===== config.mk =====
export PLATFORM = sky130hd
export DESIGN_NAME = sorted_priority_queue
export DESIGN_NICKNAME = d
export VERILOG_FILES = /design/src/sv/spq_pkg.sv /design/src/sv/sorted_priority_queue.sv /design/src/sv/spq_ctrl.sv /design/src/sv/spq_datapath.sv
export SDC_FILE = /design/constraint.sdc
export NUM_CORES = 1
export LEC_CHECK = 0
export BUFFER_PORTS_ARGS = -buffer_cell sky130_fd_sc_hd__buf_2
export CAP_MARGIN = 20
export CELL_PAD_IN_SITES_DETAIL_PLACEMENT = 2
export CELL_PAD_IN_SITES_GLOBAL_PLACEMENT = 2
export CORE_MARGIN = 8
export CORE_UTILIZATION = 38
export DETAILED_ROUTE_END_ITERATION = 6
export PLACE_DENSITY_LB_ADDON = 0.12
export SLEW_MARGIN = 20
export SYNTH_ARGS = -nofsm -noshare
export SYNTH_HDL_FRONTEND = slang
export SYNTH_SLANG_ARGS = --single-unit

===== constraint.sdc =====
create_clock -name clk_i -period 4.98 [get_ports clk_i]
set_input_delay 0.747 -clock clk_i [delete_from_list [all_inputs] [get_ports clk_i]]
set_output_delay 0.747 -clock clk_i [all_outputs]
set_load 0.02 [all_outputs]

===== src/sv/spq_pkg.sv =====
// ----------------------------------------------------------------------------
// spq_pkg: shared types and constants of the sorted priority queue
// Beat structs, controller states, command bundle, opcode and status codes.
// ----------------------------------------------------------------------------
package spq_pkg;

  localparam int unsigned DEPTH_DEF          = 16;
  localparam int unsigned ID_WIDTH_DEF       = 16;
  localparam int unsigned PRIORITY_WIDTH_DEF = 16;

  // opcode field codes
  localparam logic OP_INSERT = 1'b0;
  localparam logic OP_POP    = 1'b1;

  // status field codes
  localparam logic [1:0] ST_DONE  = 2'd0;
  localparam logic [1:0] ST_FULL  = 2'd1;
  localparam logic [1:0] ST_EMPTY = 2'd2;

  typedef struct packed {
    logic               opcode;
    logic [15:0]        item_id;
    logic signed [15:0] priority_req;
  } spq_req_t;

  typedef struct packed {
    logic [1:0]         status;
    logic               popped_valid;
    logic [15:0]        popped_id;
    logic signed [15:0] popped_priority;
    logic [4:0]         entry_count;
  } spq_rsp_t;

  typedef enum logic [1:0] {
    ST_IDLE,
    ST_EXEC,
    ST_RESP
  } spq_state_e;

  // controller to datapath commands
  typedef struct packed {
    logic capture;   // latch the request beat
    logic execute;   // apply the operation and register the result
  } spq_cmd_t;

endpackage


===== src/sv/sorted_priority_queue.sv =====
// ----------------------------------------------------------------------------
// sorted_priority_queue: min-first priority queue on a sorted cell row
// Insert places an entry ahead of the first one of equal or greater
// priority; pop returns the head. Every operation answers with one beat.
// ----------------------------------------------------------------------------
//
//  Channel   Handshake             Payload             Direction
//  request   start, busy           req_i  (spq_req_t)  in
//  result    done_o (strobe)       rsp_o  (spq_rsp_t)  out
//
// Each operation runs accept, execute in the cell row, then result
// beat, stepped by the 3-state sequencer; busy is high until the result
// beat has gone out, so the next request is taken in the cycle after done_o.
// The result beat lasts one cycle; the receiver cannot stall it.
// Reset clears the entry count and sequencer; the stored entries are not
// cleared, since the contents of unoccupied cells never reach a result.
module sorted_priority_queue #(
  parameter int unsigned DEPTH          = spq_pkg::DEPTH_DEF,
  parameter int unsigned ID_WIDTH       = spq_pkg::ID_WIDTH_DEF,
  parameter int unsigned PRIORITY_WIDTH = spq_pkg::PRIORITY_WIDTH_DEF
) (
  input  logic              clk_i,
  input  logic              rst_ni,
  input  logic              start,
  output logic              busy,
  input  spq_pkg::spq_req_t req_i,
  output logic              done_o,
  output spq_pkg::spq_rsp_t rsp_o
);

  spq_pkg::spq_cmd_t cmd;

  // sequencer: capture, execute, result strobe
  spq_ctrl u_ctrl (
    .clk_i  (clk_i),
    .rst_ni (rst_ni),
    .start  (start),
    .busy   (busy),
    .done_o (done_o),
    .cmd_o  (cmd)
  );

  // sorted store and result register
  spq_datapath #(
    .DEPTH          (DEPTH),
    .ID_WIDTH       (ID_WIDTH),
    .PRIORITY_WIDTH (PRIORITY_WIDTH)
  ) u_datapath (
    .clk_i  (clk_i),
    .rst_ni (rst_ni),
    .cmd_i  (cmd),
    .req_i  (req_i),
    .rsp_o  (rsp_o)
  );

endmodule


===== src/sv/spq_ctrl.sv =====
// ----------------------------------------------------------------------------
// spq_ctrl: operation sequencer
// Takes a request, runs one execute cycle, then presents the result beat.
// ----------------------------------------------------------------------------
module spq_ctrl (
  input  logic              clk_i,
  input  logic              rst_ni,
  input  logic              start,
  output logic              busy,
  output logic              done_o,
  output spq_pkg::spq_cmd_t cmd_o
);

  spq_pkg::spq_state_e state_q, state_d;

  always_ff @(posedge clk_i or negedge rst_ni) begin
    if (!rst_ni) begin
      state_q <= spq_pkg::ST_IDLE;
    end else begin
      state_q <= state_d;
    end
  end

  always_comb begin
    state_d       = state_q;
    busy          = 1'b1;
    done_o        = 1'b0;
    cmd_o.capture = 1'b0;
    cmd_o.execute = 1'b0;
    unique case (state_q)
      spq_pkg::ST_IDLE: begin
        busy = 1'b0;
        if (start) begin
          cmd_o.capture = 1'b1;
          state_d       = spq_pkg::ST_EXEC;
        end
      end
      spq_pkg::ST_EXEC: begin
        cmd_o.execute = 1'b1;
        state_d       = spq_pkg::ST_RESP;
      end
      spq_pkg::ST_RESP: begin
        done_o  = 1'b1;
        state_d = spq_pkg::ST_IDLE;
      end
      default: begin
        state_d = spq_pkg::ST_IDLE;
      end
    endcase
  end

endmodule


===== src/sv/spq_datapath.sv =====
// ----------------------------------------------------------------------------
// spq_datapath: sorted shift-register store
// Row of cells in ascending priority; each cell compares and shifts locally.
// ----------------------------------------------------------------------------
module spq_datapath #(
  parameter int unsigned DEPTH          = spq_pkg::DEPTH_DEF,
  parameter int unsigned ID_WIDTH       = spq_pkg::ID_WIDTH_DEF,
  parameter int unsigned PRIORITY_WIDTH = spq_pkg::PRIORITY_WIDTH_DEF
) (
  input  logic              clk_i,
  input  logic              rst_ni,
  input  spq_pkg::spq_cmd_t cmd_i,
  input  spq_pkg::spq_req_t req_i,
  output spq_pkg::spq_rsp_t rsp_o
);

  localparam int unsigned CW = $clog2(DEPTH + 1);

  spq_pkg::spq_req_t req_q;
  spq_pkg::spq_rsp_t rsp_q, rsp_d;

  logic [ID_WIDTH-1:0]              id_q   [DEPTH];
  logic signed [PRIORITY_WIDTH-1:0] prio_q [DEPTH];
  logic [CW-1:0]                    count_q, count_d;

  logic [ID_WIDTH-1:0]              id_in;
  logic signed [PRIORITY_WIDTH-1:0] prio_in;
  logic [31:0]                      id_ext, prio_ext, head_prio_ext, count_ext;
  logic [DEPTH-1:0]                 ge;
  logic                             full, empty, do_ins, do_pop;

  // narrow or sign-extend the request fields to the stored widths
  assign id_ext   = 32'(req_q.item_id);
  assign prio_ext = {{16{req_q.priority_req[15]}}, req_q.priority_req};
  assign id_in    = id_ext[ID_WIDTH-1:0];
  assign prio_in  = prio_ext[PRIORITY_WIDTH-1:0];

  assign full   = (count_q == CW'(DEPTH));
  assign empty  = (count_q == '0);
  assign do_ins = cmd_i.execute && (req_q.opcode == spq_pkg::OP_INSERT) && !full;
  assign do_pop = cmd_i.execute && (req_q.opcode == spq_pkg::OP_POP) && !empty;

  // per-cell: occupied and priority not below the new one
  always_comb begin
    for (int k = 0; k < DEPTH; k++) begin
      ge[k] = (CW'(k) < count_q) && (prio_q[k] >= prio_in);
    end
  end

  always_ff @(posedge clk_i) begin
    if (cmd_i.capture) begin
      req_q <= req_i;
    end
    if (do_ins) begin
      for (int k = 0; k < DEPTH; k++) begin
        if (k > 0 && ge[(k > 0) ? k - 1 : 0]) begin
          id_q[k]   <= id_q[(k > 0) ? k - 1 : 0];
          prio_q[k] <= prio_q[(k > 0) ? k - 1 : 0];
        end else if (ge[k] || CW'(k) == count_q) begin
          id_q[k]   <= id_in;
          prio_q[k] <= prio_in;
        end
      end
    end else if (do_pop) begin
      for (int k = 0; k < DEPTH - 1; k++) begin
        id_q[k]   <= id_q[k + 1];
        prio_q[k] <= prio_q[k + 1];
      end
    end
    if (cmd_i.execute) begin
      rsp_q <= rsp_d;
    end
  end

  always_comb begin
    count_d = count_q;
    if (do_ins) begin
      count_d = count_q + CW'(1);
    end else if (do_pop) begin
      count_d = count_q - CW'(1);
    end
  end

  always_ff @(posedge clk_i or negedge rst_ni) begin
    if (!rst_ni) begin
      count_q <= '0;
    end else begin
      count_q <= count_d;
    end
  end

  assign head_prio_ext = 32'(unsigned'(prio_q[0]));
  assign count_ext     = 32'(count_d);

  always_comb begin
    rsp_d                 = '0;
    rsp_d.entry_count     = count_ext[4:0];
    if (req_q.opcode == spq_pkg::OP_INSERT) begin
      rsp_d.status = full ? spq_pkg::ST_FULL : spq_pkg::ST_DONE;
    end else if (empty) begin
      rsp_d.status = spq_pkg::ST_EMPTY;
    end else begin
      rsp_d.status          = spq_pkg::ST_DONE;
      rsp_d.popped_valid    = 1'b1;
      rsp_d.popped_id       = 16'(id_q[0]);
      rsp_d.popped_priority = head_prio_ext[15:0];
    end
  end

  assign rsp_o = rsp_q;

endmodule


==> metrics.txt <==
Synth Flop Type edfxtp_1; WP data required 5.36 ns; die width roughly 320 um; Syn. warnings 0; ys async rst share under 10%; Setup TNS 0 ns; R2R Setup Slk ~0.14 ns; fmax 207 MHz; post-layout total power 18.5 mW; Relative slew margins 34.7%; max-cap violations 0; final setup fails 0; CP max stage cell mux2i_1; Remaining DRCs 0; Reg clk slew, reported paths 0.06 ns; Top Family by Delay on Critical Path buffers and inverters; Inserted Clock Buffers 75; initial antenna violation count 5; area grow syn2layout 12.4%; post-DR vias/cell 6.15; layout net count 3539; Die Ht 319 um; status finished, final reports clean; synthesized flop and latch total 592; layout cells sized above 1 11.7%; top cells by area, synth edfxtp_1 51%, ha_1 9.4%, mux2i_1 5.7%; htree depth 3; worst skew pair latency 0.65 ns; CP Capture Type register; placed cells 4350; postcts setup bufs 0; GRT Util Overall 25.7%; RSZ-0062 raised after global routing no; Port Buffer Count 77; pwr dens ~470 nW/um2; maximum VDD drop roughly 280 uV; Final Cell Area 39100 um2; period utilisation layout between 90 and 100%; distinct cell type count after synthesis 74; CP cell instances buf_4 > inv_1 > buf_4 > ha_1 > nand4_1 > nor4_4 > a21boi_0 > a2111oi_0 > mux2i_1 > o211a_1 > buf_4 > mux2_2; Hold Crit Endpoint u_datapath.id_in[12]; Post-synth EDFFs 585; placed cell area ~37000 um2; P_leak 15.7 nW; Clock Skews 0.0252 ns; sequential area share after synthesis 51.0%; Clock Path Buffers 3; crit path max fanout 23; post-synth top area share 50.5%; Hold Crit Class in -> reg; worst hold path cell count 1; drt wl/cell around 30 um; Syn Nets 3488; Site Rows 111; CP startpoint kind register; Worst Path Buf+Inv 4; minimum clock period after layout 4.84 ns; Non-Filler Instances 4486; Worst path max stage delay approximately 0.5 ns; initial DRC count 1800; max-slew violations 0; Core ar. 91200 um2; vias in the first global route 30665; via count 27610; Hold Vio Cnt, Final 0; cell area after synthesis 34800 um2; Worst Reg2Reg Path Length in Cells 12; RR Startpoint u_datapath.prio_in[15]; fillcell total 9321; CP Class reg -> reg; RD Place Congestion 0.849; Final WS setup 0.141 ns; first-pass GRT wire length ~200000 um; DP Wirelength 93700 um; Worst EP arrival between 5 and 6 ns; total die area approximately 100000 um2; DRT antenna net count 0; IO Pins between 70 and 80; Hold Path Origin req_i[28]; Root Driver clkbuf_16; cell mode on critical path buf_4; Mapped Cells between 3000 and 4000; TritonRoute pass-1 iters 5; Worst Max-Slew Pin Slew 0.955 ns; pre-CTS WS -0.105 ns; drt total wl between 100000 and 150000 um; CTS tree yes; leading area contributor after synthesis edfxtp_1; CTS Sinks 592; Mapped Avg Cell Area roughly 11 um2; global route overflow 0; Initial Utilization 38.1%; reg2reg end u_datapath.prio_q[15][0]; largest net degree at the start of global routing 157
## routing by layer
metal | GRT usage, % | vias up | share of wire [%]
met3 | 3.45 | 259 | 4.0
met4 | 9.24 | 0 | 3.6
li1 | - | 12158 | -
met5 | 0 | - | 0
met2 | 44.3 | 712 | 49
met1 | 33.0 | 14481 | 44
## report_power, final
part / switching (mW) / internal [mW] / total, mW
clock network: 2.28 / 3.13 / 5.41
registers: 0.747 / 6.77 / 7.51
logic: 3.89 / 1.72 / 5.61
total: 6.92 / 11.6 / 18.5
## synthesized netlist by cell type (all sizes together), types with 4 or more instances
master / n
a2111oi: 6
a21o: 43
a21oi: 215
a221o: 37
a31oi: 39
and2: 38
and3: 11
and4: 11
buf: 51
clkbuf: 170
dfrtp: 7
edfxtp: 585
ha: 261
inv: 165
mux2: 52
mux2i: 199
nand2: 424
nand2b: 7
nand3: 82
nand4: 54
nor2: 231
nor2b: 21
nor3: 11
nor4: 10
o211a: 5
o211ai: 25
o21a: 16
o21ai: 147
o221ai: 129
o22ai: 34
o311ai: 32
o31a: 4
o31ai: 6
or2: 6
or3: 9
or4: 4
xor2: 4
## how the worst max path moves through the flow
stage	slack [ns]	depth (start not counted)	endpoint	from
floorplan	0.18	9	u_datapath.id_q[0][0]	u_datapath.prio_in[15]
detailed placement	-0.10	12	u_datapath.id_q[15][4]	u_datapath.prio_in[15]
global route	0.08	12	u_datapath.prio_q[15][0]	u_datapath.prio_in[15]
finish	0.14	12	u_datapath.prio_q[15][0]	u_datapath.prio_in[15]
CTS	0.15	12	u_datapath.prio_q[15][0]	u_datapath.prio_in[15]
global placement	-0.004	12	u_datapath.id_q[15][7]	u_datapath.prio_in[15]
## cells in the final DEF (no fill, tap or decap), types with 43 or more instances in the layout
cell	synthesis	final
a21o_1	43	43
a21oi_1	215	214
buf_2	19	77
buf_4	7	99
clkbuf_16	0	78
edfxtp_1	585	585
ha_1	261	261
inv_1	165	164
mux2_2	52	52
mux2i_1	199	198
nand2_1	424	423
nand3_1	82	81
nand4_1	54	54
nor2_1	230	228
o21ai_0	138	133
o221ai_1	129	129
## through the flow
step                      utilization (%)  hold WS [ns]
final                                42.8         0.280
after global routing                 42.8         0.248
after CTS                            42.8         0.241
after detailed placement             40.2         0.525
after global placement               40.2         0.523
after floorplan                         -         0.451
## repair_timing
item                       in CTS  in global routing
setup endpoints to repair      23                  5
gates cloned                    0                  0
hold endpoints to repair        7                  0
resized for setup               1                  1
hold buffers                    1                  0
## final cells by class
cell class	instances	area, um2	area share (%)
antenna	1	2.50	0.00640
multi-input combinational	2211	15300	39.2
inverter	165	619	1.58
timing repair buffer	197	1540	3.94
sequential	592	17700	45.4
clock buffer	94	2020	5.17
clock inverter	40	340	0.871
tap	1186	1480	3.80
## kinds of logic (layout without fill, tap and decap cells)
family / count (synthesis) / after routing / share of synthesized area, %
AOI/OAI and AO/OA: 765 / 765 / 14.7
xor gates and xnor gates: 7 / 7 / 0.176
adders and majority gates: 261 / 261 / 9.39
buffers and inverters: 388 / 496 / 5.54
DFF: 592 / 592 / 51.0
muxes: 251 / 251 / 7.41
other: 0 / 1 / 0
and+or+nand+nor: 927 / 927 / 11.8
## sequential cells by signal, summed over array words and instances (netlist names)
register / flops
u_ctrl.state_q: 2
u_datapath.count_q: 5
u_datapath.id_in: 16
u_datapath.id_q: 256
u_datapath.prio_in: 16
u_datapath.prio_q: 256
u_datapath.req_q: 1
u_datapath.rsp_o: 40
Power figures use the tool's default switching activity.
